**config.mk**
```make
export PLATFORM = sky130hd
export DESIGN_NAME = elevon_mixer_servo_scaler
export DESIGN_NICKNAME = d
export VERILOG_FILES = /design/src/hdl/emx_pkg.sv /design/src/hdl/elevon_mixer_servo_scaler.sv /design/src/hdl/emx_lane.sv
export SDC_FILE = /design/constraint.sdc
export NUM_CORES = 2
export LEC_CHECK = 0
export ABC_AREA = 1
export BUFFER_PORTS_ARGS = -buffer_cell sky130_fd_sc_hd__buf_2
export CORE_UTILIZATION = 48
export CTS_BUF_LIST = sky130_fd_sc_hd__clkbuf_16
export CTS_CLUSTER_SIZE = 16
export DETAILED_ROUTE_END_ITERATION = 6
export PLACE_DENSITY = 0.66
export SYNTH_ARGS = -nofsm -noshare
export SYNTH_HDL_FRONTEND = slang
export SYNTH_SLANG_ARGS = --single-unit
```
**constraint.sdc**
```tcl
create_clock -name i_clk -period 5.4 [get_ports i_clk]
set_input_delay 0 -clock i_clk [delete_from_list [all_inputs] [get_ports i_clk]]
set_output_delay 0 -clock i_clk [all_outputs]
set_load 0.1 [all_outputs]
```
**src/hdl/emx_pkg.sv**
```systemverilog
`default_nettype none
// ----------------------------------------------------------------------------
// emx_pkg: shared types and constants for the elevon mixer servo scaler
// Item structs, calibration struct, register indexes and pipeline depth.
// ----------------------------------------------------------------------------
package emx_pkg;

    // Command item: signed percentages
    typedef struct packed {
        logic signed [7:0] pitch_right;
        logic signed [7:0] pitch_left;
        logic signed [7:0] roll_cmd;
    } t_cmd;

    // Result item
    typedef struct packed {
        logic [15:0]       right_servo;
        logic [15:0]       left_servo;
        logic signed [7:0] right_mix;
        logic signed [7:0] left_mix;
    } t_result;

    // Calibration of one surface
    typedef struct packed {
        logic [15:0] neutral;
        logic [15:0] up_end;
        logic [15:0] down_end;
    } t_cal;

    // Configuration register map
    localparam int unsigned CFG_IDX_W = 3;
    localparam logic [CFG_IDX_W-1:0] CFG_R_NEUTRAL = 3'd0;
    localparam logic [CFG_IDX_W-1:0] CFG_R_UP_END  = 3'd1;
    localparam logic [CFG_IDX_W-1:0] CFG_R_DOWN_END = 3'd2;
    localparam logic [CFG_IDX_W-1:0] CFG_L_NEUTRAL = 3'd3;
    localparam logic [CFG_IDX_W-1:0] CFG_L_UP_END  = 3'd4;
    localparam logic [CFG_IDX_W-1:0] CFG_L_DOWN_END = 3'd5;

    // Calibration after reset
    localparam t_cal CAL_RIGHT_RST = '{neutral: 16'd514, up_end: 16'd366, down_end: 16'd633};
    localparam t_cal CAL_LEFT_RST  = '{neutral: 16'd551, up_end: 16'd717, down_end: 16'd422};

    // Percent full scale
    localparam int unsigned PERCENT_SCALE = 100;

    // Register stages from command to result
    localparam int unsigned LANE_STAGES = 6;

endpackage : emx_pkg
`default_nettype wire

```
**src/hdl/elevon_mixer_servo_scaler.sv**
```systemverilog
`default_nettype none
// ----------------------------------------------------------------------------
// elevon_mixer_servo_scaler: elevon mixer with calibrated servo scaling
// Mixes pitch and roll per surface and maps the result to servo counts.
// ----------------------------------------------------------------------------
// A command item is taken on every cycle that start is high; busy stays low,
// so one item per clock is sustained. Each item gives one result on o_result,
// flagged by o_valid for a single cycle, after one register stage each for
// mix, span select, multiply, reciprocal multiply, quotient correction and
// saturation. The result cannot be held off, so capture it on the strobe.
// Calibration registers are written through the cfg channel, which is
// always ready; write them only while no item is in flight. Indexes 6 and
// 7 are ignored.
module elevon_mixer_servo_scaler #(
    parameter int MIX_LIMIT = 100
) (
    input  wire                                i_clk,
    input  wire                                i_rst_n,
    input  wire                                start,
    output logic                               busy,
    input  wire emx_pkg::t_cmd                 i_cmd,
    output logic                               o_valid,
    output emx_pkg::t_result                   o_result,
    input  wire                                i_cfg_valid,
    output logic                               o_cfg_ready,
    input  wire logic [emx_pkg::CFG_IDX_W-1:0] i_cfg_index,
    input  wire logic [15:0]                   i_cfg_data
);
    import emx_pkg::*;

    t_cal r_cal_right, n_cal_right;
    t_cal r_cal_left, n_cal_left;
    logic [LANE_STAGES-1:0] r_vld, n_vld;
    logic w_accept, w_cfg_we;

    // no stall anywhere: always ready for items and writes
    assign busy        = 1'b0;
    assign o_cfg_ready = 1'b1;
    assign w_accept    = start && !busy;
    assign w_cfg_we    = i_cfg_valid && o_cfg_ready;

    // calibration register writes
    always_comb begin
        n_cal_right = r_cal_right;
        n_cal_left  = r_cal_left;
        if (w_cfg_we) begin
            case (i_cfg_index)
                CFG_R_NEUTRAL:  n_cal_right.neutral  = i_cfg_data;
                CFG_R_UP_END:   n_cal_right.up_end   = i_cfg_data;
                CFG_R_DOWN_END: n_cal_right.down_end = i_cfg_data;
                CFG_L_NEUTRAL:  n_cal_left.neutral   = i_cfg_data;
                CFG_L_UP_END:   n_cal_left.up_end    = i_cfg_data;
                CFG_L_DOWN_END: n_cal_left.down_end  = i_cfg_data;
                default: ;
            endcase
        end
    end

    // valid bits travel alongside the lane stages
    assign n_vld = {r_vld[LANE_STAGES-2:0], w_accept};

    always_ff @(posedge i_clk) begin
        if (!i_rst_n) begin
            r_cal_right <= CAL_RIGHT_RST;
            r_cal_left  <= CAL_LEFT_RST;
            r_vld       <= '0;
        end else begin
            r_cal_right <= n_cal_right;
            r_cal_left  <= n_cal_left;
            r_vld       <= n_vld;
        end
    end

    // right surface: pitch + roll
    emx_lane #(.MIX_LIMIT(MIX_LIMIT)) u_lane_right (
        .i_clk   (i_clk),
        .i_pitch (i_cmd.pitch_right),
        .i_roll  (i_cmd.roll_cmd),
        .i_sub   (1'b0),
        .i_cal   (r_cal_right),
        .o_servo (o_result.right_servo),
        .o_mix   (o_result.right_mix)
    );

    // left surface: pitch - roll
    emx_lane #(.MIX_LIMIT(MIX_LIMIT)) u_lane_left (
        .i_clk   (i_clk),
        .i_pitch (i_cmd.pitch_left),
        .i_roll  (i_cmd.roll_cmd),
        .i_sub   (1'b1),
        .i_cal   (r_cal_left),
        .o_servo (o_result.left_servo),
        .o_mix   (o_result.left_mix)
    );

    assign o_valid = r_vld[LANE_STAGES-1];

`ifndef ASSERT_OFF
    // every result comes from an item taken a fixed pipeline depth earlier
    a_latency: assert property (@(posedge i_clk) disable iff (!i_rst_n)
        o_valid |-> $past(w_accept, LANE_STAGES))
        else $error("result without a matching item");

    // a zero mix leaves the right servo at its neutral point
    a_zero_right: assert property (@(posedge i_clk) disable iff (!i_rst_n)
        (MIX_LIMIT < 128) && o_valid && (o_result.right_mix == 8'sd0)
        |-> o_result.right_servo == $past(r_cal_right.neutral))
        else $error("right servo off neutral at zero mix");

    // a zero mix leaves the left servo at its neutral point
    a_zero_left: assert property (@(posedge i_clk) disable iff (!i_rst_n)
        (MIX_LIMIT < 128) && o_valid && (o_result.left_mix == 8'sd0)
        |-> o_result.left_servo == $past(r_cal_left.neutral))
        else $error("left servo off neutral at zero mix");

    // mixed percentages stay within the limit
    a_mix_range: assert property (@(posedge i_clk) disable iff (!i_rst_n)
        (MIX_LIMIT < 128) && o_valid
        |-> ($signed(o_result.right_mix) <= MIX_LIMIT)
            && ($signed(o_result.right_mix) >= -MIX_LIMIT)
            && ($signed(o_result.left_mix) <= MIX_LIMIT)
            && ($signed(o_result.left_mix) >= -MIX_LIMIT))
        else $error("mix out of range");
`endif

endmodule : elevon_mixer_servo_scaler
`default_nettype wire

```
**src/hdl/emx_lane.sv**
```systemverilog
`default_nettype none
// ----------------------------------------------------------------------------
// emx_lane: mix and servo scaling pipeline for one surface
// Six register stages: mix, span select, multiply, reciprocal multiply,
// quotient correction, neutral offset and saturation.
// ----------------------------------------------------------------------------
module emx_lane #(
    parameter int MIX_LIMIT = 100
) (
    input  wire                       i_clk,
    input  wire logic signed [7:0]    i_pitch,
    input  wire logic signed [7:0]    i_roll,
    input  wire logic                 i_sub,
    input  wire emx_pkg::t_cal        i_cal,
    output logic [15:0]               o_servo,
    output logic signed [7:0]         o_mix
);
    import emx_pkg::*;

    localparam int LIM_W = $clog2(MIX_LIMIT + 1);
    localparam int MIX_W = ((LIM_W > 8) ? LIM_W : 8) + 2;
    localparam int P_W   = LIM_W + 16;
    localparam int K     = P_W + 6;
    localparam int Q_W   = P_W - 6;
    localparam int V_W   = ((Q_W > 16) ? Q_W : 16) + 2;

    localparam logic signed [MIX_W-1:0] LIM_P = MIX_W'(MIX_LIMIT);
    localparam logic signed [MIX_W-1:0] LIM_N = -LIM_P;
    // floor(2^K / 100): estimate is at most one below the true quotient
    localparam logic [P_W-1:0] RECIP = P_W'((64'd1 << K) / PERCENT_SCALE);
    localparam logic [P_W-1:0] SCALE = P_W'(PERCENT_SCALE);
    localparam logic signed [V_W-1:0] SAT_HI = V_W'(65535);

    function automatic logic signed [MIX_W-1:0] clamp(input logic signed [MIX_W-1:0] v);
        logic signed [MIX_W-1:0] r;
        if (v > LIM_P) begin
            r = LIM_P;
        end else if (v < LIM_N) begin
            r = LIM_N;
        end else begin
            r = v;
        end
        return r;
    endfunction

    // stage 1: mix
    logic signed [MIX_W-1:0] r1_mix, n1_mix;
    logic signed [MIX_W-1:0] w_pitch, w_roll, w_sum;

    always_comb begin
        w_pitch = clamp(MIX_W'(i_pitch));
        w_roll  = MIX_W'(i_roll);
        w_sum   = i_sub ? (w_pitch - w_roll) : (w_pitch + w_roll);
        n1_mix  = clamp(w_sum);
    end

    always_ff @(posedge i_clk) begin
        r1_mix <= n1_mix;
    end

    // stage 2: magnitude and span toward the chosen end
    logic [LIM_W-1:0]  r2_mag, n2_mag;
    logic [15:0]       r2_span, n2_span;
    logic              r2_neg, n2_neg;
    logic [7:0]        r2_mix8;
    logic signed [MIX_W-1:0] w_abs;
    logic [15:0]       w_end;
    logic signed [16:0] w_diff;

    always_comb begin
        w_abs   = (r1_mix < 0) ? -r1_mix : r1_mix;
        n2_mag  = LIM_W'(w_abs);
        w_end   = (r1_mix > 0) ? i_cal.up_end : i_cal.down_end;
        w_diff  = $signed({1'b0, w_end}) - $signed({1'b0, i_cal.neutral});
        n2_neg  = w_diff[16];
        n2_span = n2_neg ? 16'(-w_diff) : w_diff[15:0];
    end

    always_ff @(posedge i_clk) begin
        r2_mag  <= n2_mag;
        r2_span <= n2_span;
        r2_neg  <= n2_neg;
        r2_mix8 <= r1_mix[7:0];
    end

    // stage 3: |mix| * |span|
    logic [P_W-1:0] r3_prod;
    logic           r3_neg;
    logic [7:0]     r3_mix8;

    always_ff @(posedge i_clk) begin
        r3_prod <= P_W'(r2_mag) * P_W'(r2_span);
        r3_neg  <= r2_neg;
        r3_mix8 <= r2_mix8;
    end

    // stage 4: quotient estimate by reciprocal multiply
    logic [2*P_W-1:0] w_rp;
    logic [Q_W-1:0]   r4_qe;
    logic [P_W-1:0]   r4_prod;
    logic             r4_neg;
    logic [7:0]       r4_mix8;

    assign w_rp = (2*P_W)'(r3_prod) * (2*P_W)'(RECIP);

    always_ff @(posedge i_clk) begin
        r4_qe   <= w_rp[K +: Q_W];
        r4_prod <= r3_prod;
        r4_neg  <= r3_neg;
        r4_mix8 <= r3_mix8;
    end

    // stage 5: correct estimate by one step
    logic [Q_W-1:0] r5_q, n5_q;
    logic [P_W-1:0] w_rem;
    logic           r5_neg;
    logic [7:0]     r5_mix8;

    always_comb begin
        w_rem = r4_prod - P_W'(r4_qe) * SCALE;
        n5_q  = (w_rem >= SCALE) ? (r4_qe + Q_W'(1)) : r4_qe;
    end

    always_ff @(posedge i_clk) begin
        r5_q    <= n5_q;
        r5_neg  <= r4_neg;
        r5_mix8 <= r4_mix8;
    end

    // stage 6: offset from neutral, saturate to 0..65535
    logic [15:0]           r6_servo, n6_servo;
    logic [7:0]            r6_mix8;
    logic signed [V_W-1:0] w_val, w_neu, w_off;

    always_comb begin
        w_neu = V_W'($signed({1'b0, i_cal.neutral}));
        w_off = V_W'($signed({1'b0, r5_q}));
        w_val = r5_neg ? (w_neu - w_off) : (w_neu + w_off);
        if (w_val < 0) begin
            n6_servo = 16'd0;
        end else if (w_val > SAT_HI) begin
            n6_servo = 16'hFFFF;
        end else begin
            n6_servo = w_val[15:0];
        end
    end

    always_ff @(posedge i_clk) begin
        r6_servo <= n6_servo;
        r6_mix8  <= r5_mix8;
    end

    assign o_servo = r6_servo;
    assign o_mix   = $signed(r6_mix8);

endmodule : emx_lane
`default_nettype wire

```
==> results_tabular.tex <==
\begin{tabular}{lr}
\hline
Metric & Value \\
\hline
\multicolumn{2}{l}{\textbf{Run status}} \\
\quad Run status & finished clean \\
\multicolumn{2}{l}{\textbf{Drt}} \\
\quad Total number of vias & 43753 \\
\quad DRC violation total after the first TritonRoute iteration & 2799 \\
\quad Number of nets with antenna violations after detailed routing & 0 \\
\quad Detailed-route DRC error count & 0 \\
\quad Detailed-routing iteration count for the pre-antenna-repair pass & 6 \\
\quad Routed len/inst & 16.50 µm \\
\quad Wirelength, routed & 140.0 mm \\
\quad Post-DR vias/cell & 5.155 \\
\multicolumn{2}{l}{\textbf{Clock tree}} \\
\quad Number of buffers created by CTS & 56 \\
\quad Clock tree from TritonCTS & built \\
\quad Number of clock sinks seen by CTS & 442 \\
\quad Clock network latency to the later pin of the worst-skew pair & 700 ps \\
\quad Clock edge transition at the registers on the reported setup and hold paths & 70 ps \\
\quad Number of H-tree levels & 2 \\
\quad Clk buf depth & 3 \\
\quad Clk Tree Root Cell & sky130\_fd\_sc\_hd\_\_clkbuf\_16 \\
\multicolumn{2}{l}{\textbf{Layout}} \\
\quad Most common library cell in the layout ignoring fill and taps & sky130\_fd\_sc\_hd\_\_inv\_1 \\
\quad Final non-filler cell area & 60970 µm² \\
\quad Commonest cells after routing, fill and taps aside & sky130\_fd\_sc\_hd\_\_inv\_1 (1379), sky130\_fd\_sc\_hd\_\_nand2\_1 (1323), sky130\_fd\_sc\_hd\_\_ha\_1 (783) \\
\quad Fraction of final layout cells sized beyond drive strength 1 & 13.34\% \\
\quad Layout-stage area growth over the synthesis result & 17.93\% \\
\quad Final antenna diode count & 0 \\
\quad Fin nets & 8494 \\
\multicolumn{2}{l}{\textbf{Global routing}} \\
\quad First-pass GRT wire length & 224.2 mm \\
\quad Antenna violations before repair & 1 \\
\quad Global-route usage over all layers & 25.71\% \\
\quad Largest net degree at the start of global routing & 74 \\
\quad Total overflow reported by the global router & 0 \\
\quad Vias in the first global route & 43405 \\
\multicolumn{2}{l}{\textbf{STA}} \\
\quad Final total negative setup slack & 0 ps \\
\quad Final Max Tran Viols & 0 \\
\quad Hold slack final & 67.03 ps \\
\quad RSZ-0062 raised after global routing & yes \\
\quad Slew at the pin with the worst max-slew slack & 1062 ps \\
\quad Final Cycle Share & 99.70\% \\
\quad Final setup skew & 80.54 ps \\
\quad Peak Freq & 185.7 MHz \\
\quad Final hold violations & 0 \\
\quad Remaining max-slew budget at the tightest pin & 29.17\% \\
\quad Final Setup Violations & 0 \\
\quad Clock period minus final worst setup slack & 5384 ps \\
\multicolumn{2}{l}{\textbf{Die}} \\
\quad Row count & 120 \\
\quad Starting density of the core & 48.36\% \\
\quad Horizontal die dimension & 330.2 µm \\
\quad Core Box Area & 106900 µm² \\
\quad Area enclosed by the die boundary & 109000 µm² \\
\quad \# IOs & 98 \\
\quad DIE HEIGHT & 330.2 µm \\
\multicolumn{2}{l}{\textbf{Setup path}} \\
\quad Internal reg-to-reg setup slack & 20 ps \\
\quad FF-to-FF path depth & 22 \\
\quad Worst flop-to-flop path endpoint & u\_lane\_left.r4\_qe[8] \\
\quad Worst Path Required & 5960 ps \\
\quad Highest net fanout along the worst path & 5 \\
\quad Worst reg2reg path startpoint & u\_lane\_left.r3\_prod[11] \\
\quad Worst setup EP type & flip-flop \\
\quad Type of element launching the critical path & flip-flop \\
\quad Data arrival at the endpoint of the critical path & 5940 ps \\
\quad Class of the most critical setup path & flip-flop to flip-flop \\
\multicolumn{2}{l}{\textbf{Job}} \\
\quad Max-cap violation count & 0 \\
\multicolumn{2}{l}{\textbf{Logic synthesis}} \\
\quad Synth async-reset ratio & 0\% \\
\quad Number of warning messages in the yosys log & 0 \\
\quad Dominant register cell in the synthesized netlist & sky130\_fd\_sc\_hd\_\_dfxtp\_1 \\
\quad Register area share after synthesis & 17.12\% \\
\quad Synth cell types & 57 \\
\quad EDFF count, synth & 0 \\
\quad Average size of a mapped cell & 7.901 µm² \\
\quad Synthesized instance count & 6543 \\
\quad Cell area after technology mapping & 51700 µm² \\
\quad Net Count, Synth & 8000 \\
\quad Seq cells post-synth & 442 \\
\multicolumn{2}{l}{\textbf{Placed design}} \\
\quad GPL Wtd Cong & 0.9633 \\
\quad Cell area after placement & 56290 µm² \\
\quad I/O Buffers & 95 \\
\quad Dpl hpwl & 116.7 mm \\
\multicolumn{2}{l}{\textbf{Hold path}} \\
\quad Hold/Removal Path Class & input pin to flip-flop \\
\quad Number of cells on the worst hold path & 5 \\
\quad Worst hold start & i\_cmd[9] \\
\quad Endpoint with the worst hold slack & u\_lane\_left.r1\_mix[2] \\
\hline
\end{tabular}
[worst max-delay path by stage]
stage | start | endpoint | slack, ps
4_1_cts | u_lane_left.r3_prod[8] | u_lane_left.r4_qe[16] | -10
3_5_place_dp | u_lane_left.r3_prod[8] | u_lane_left.r4_qe[16] | -330
6_report | u_lane_left.r3_prod[11] | u_lane_left.r4_qe[8] | 20
2_1_floorplan | u_lane_left.r3_prod[3] | u_lane_left.r4_qe[16] | 2
5_1_grt | u_lane_left.r3_prod[12] | u_lane_left.r4_qe[12] | -180
3_3_place_gp | u_lane_left.r3_prod[9] | u_lane_left.r4_qe[16] | -300
[kinds of logic (layout without fill, tap and decap cells)]
family,Yosys count,after routing,share of synthesized area (%)
other cells,2,2,0.01453
xor+xnor,225,225,3.812
flops,442,442,17.12
buf+inv,1519,2058,11.12
simple gates,2185,2187,17.63
compound gates,756,756,8.176
fa+ha+maj,1410,1410,42.05
mux,4,4,0.07745
[timing repair]
action                                 4_1_cts  5_1_grt
resized for setup                           76      327
endpoints found under the hold margin      116        0
setup endpoints to repair                   30       68
pin swaps                                   52      148
hold buffers                                52        0
gates cloned                                 0        2
buffers inserted                            14       27
[cells in the mapped netlist (12+ instances only)]
cell / count / area, µm²
sky130_fd_sc_hd__inv_1: 1413 / 5304
sky130_fd_sc_hd__nand2_1: 1355 / 5086
sky130_fd_sc_hd__ha_1: 864 / 10810
sky130_fd_sc_hd__fa_1: 546 / 10930
sky130_fd_sc_hd__dfxtp_1: 442 / 8848
sky130_fd_sc_hd__nor2_1: 355 / 1333
sky130_fd_sc_hd__a21oi_1: 324 / 1622
sky130_fd_sc_hd__o21ai_0: 251 / 1256
sky130_fd_sc_hd__nand3_1: 245 / 1226
sky130_fd_sc_hd__xor2_1: 146 / 1279
sky130_fd_sc_hd__nand4_1: 95 / 594.3
sky130_fd_sc_hd__xnor2_1: 79 / 691.9
sky130_fd_sc_hd__clkbuf_1: 75 / 281.5
sky130_fd_sc_hd__nor3_1: 50 / 250.2
sky130_fd_sc_hd__a31oi_1: 35 / 219.0
sky130_fd_sc_hd__o21bai_1: 34 / 255.2
sky130_fd_sc_hd__a21o_1: 27 / 202.7
sky130_fd_sc_hd__nand3b_1: 23 / 172.7
sky130_fd_sc_hd__o211ai_1: 19 / 142.6
sky130_fd_sc_hd__a21boi_0: 14 / 105.1
sky130_fd_sc_hd__nor2_2: 14 / 87.58
sky130_fd_sc_hd__nor4_1: 14 / 87.58
sky130_fd_sc_hd__inv_2: 12 / 45.04
[registers in the layout, indices dropped and copies added, names as in the netlist, 17 cells and up]
name / count
u_lane_left.r4_qe: 17
u_lane_right.r5_q: 17
u_lane_left.r3_prod: 23
u_lane_left.r5_q: 17
u_lane_right.r3_prod: 23
u_lane_right.r4_qe: 17
u_lane_left.r4_prod: 21
r_cal_right: 48
u_lane_right.r4_prod: 21
r_cal_left: 48
[worst max-delay path, stage by stage (launching register included)]
cell and delay [ps]:
sky130_fd_sc_hd__dfxtp_4 410, sky130_fd_sc_hd__ha_4 220, sky130_fd_sc_hd__fa_1 540, sky130_fd_sc_hd__inv_1 50, sky130_fd_sc_hd__fa_1 480, sky130_fd_sc_hd__inv_1 50, sky130_fd_sc_hd__fa_1 530, sky130_fd_sc_hd__fa_2 450
sky130_fd_sc_hd__fa_1 500, sky130_fd_sc_hd__inv_1 50, sky130_fd_sc_hd__fa_1 490, sky130_fd_sc_hd__inv_2 50, sky130_fd_sc_hd__ha_4 280, sky130_fd_sc_hd__nand2_4 60, sky130_fd_sc_hd__nor2_4 90, sky130_fd_sc_hd__inv_2 60
sky130_fd_sc_hd__nor2_4 100, sky130_fd_sc_hd__inv_2 50, sky130_fd_sc_hd__nor4_4 220, sky130_fd_sc_hd__a21oi_2 110, sky130_fd_sc_hd__o21ai_2 210, sky130_fd_sc_hd__buf_4 140, sky130_fd_sc_hd__xor2_1 130
[area by class of cell]
type                       instances  area, µm²
clock buffer                      56       1401
clock inverter                    49      623.1
fill                            9730      45940
inverter                        1427       5356
multi-input combinational       4584      38810
sequential                       442       8944
tap                             1403       1755
timing repair buffer             526       4075
[stage by stage]
| step | std cells | worst slack, ps | utilization, % |
|---|---|---|---|
| after floorplan | 6543 | 2.393 | - |
| after global routing | 8487 | -182.7 | 57.03 |
| after global placement | 8289 | -304.8 | 52.66 |
| final | 8487 | 16.01 | 57.03 |
| after CTS | 8460 | -12.55 | 55.51 |
| after detailed placement | 8289 | -330.6 | 52.66 |
[per-layer routing]
| layer | vias to the layer above | GRT usage, % | wire length (µm) |
|---|---|---|---|
| met2 | 1105 | 41.52 | 63040 |
| met3 | 195 | 2.919 | 7650 |
| met4 | 2 | 6.001 | 3182 |
| met5 | - | 0 | 7 |
| li1 | 21538 | - | - |
| met1 | 20913 | 36.69 | 66120 |
Power is left out: the tool's default activity adds up to more than one toggle a clock period on the data nets, which glitch-free logic cannot reach.
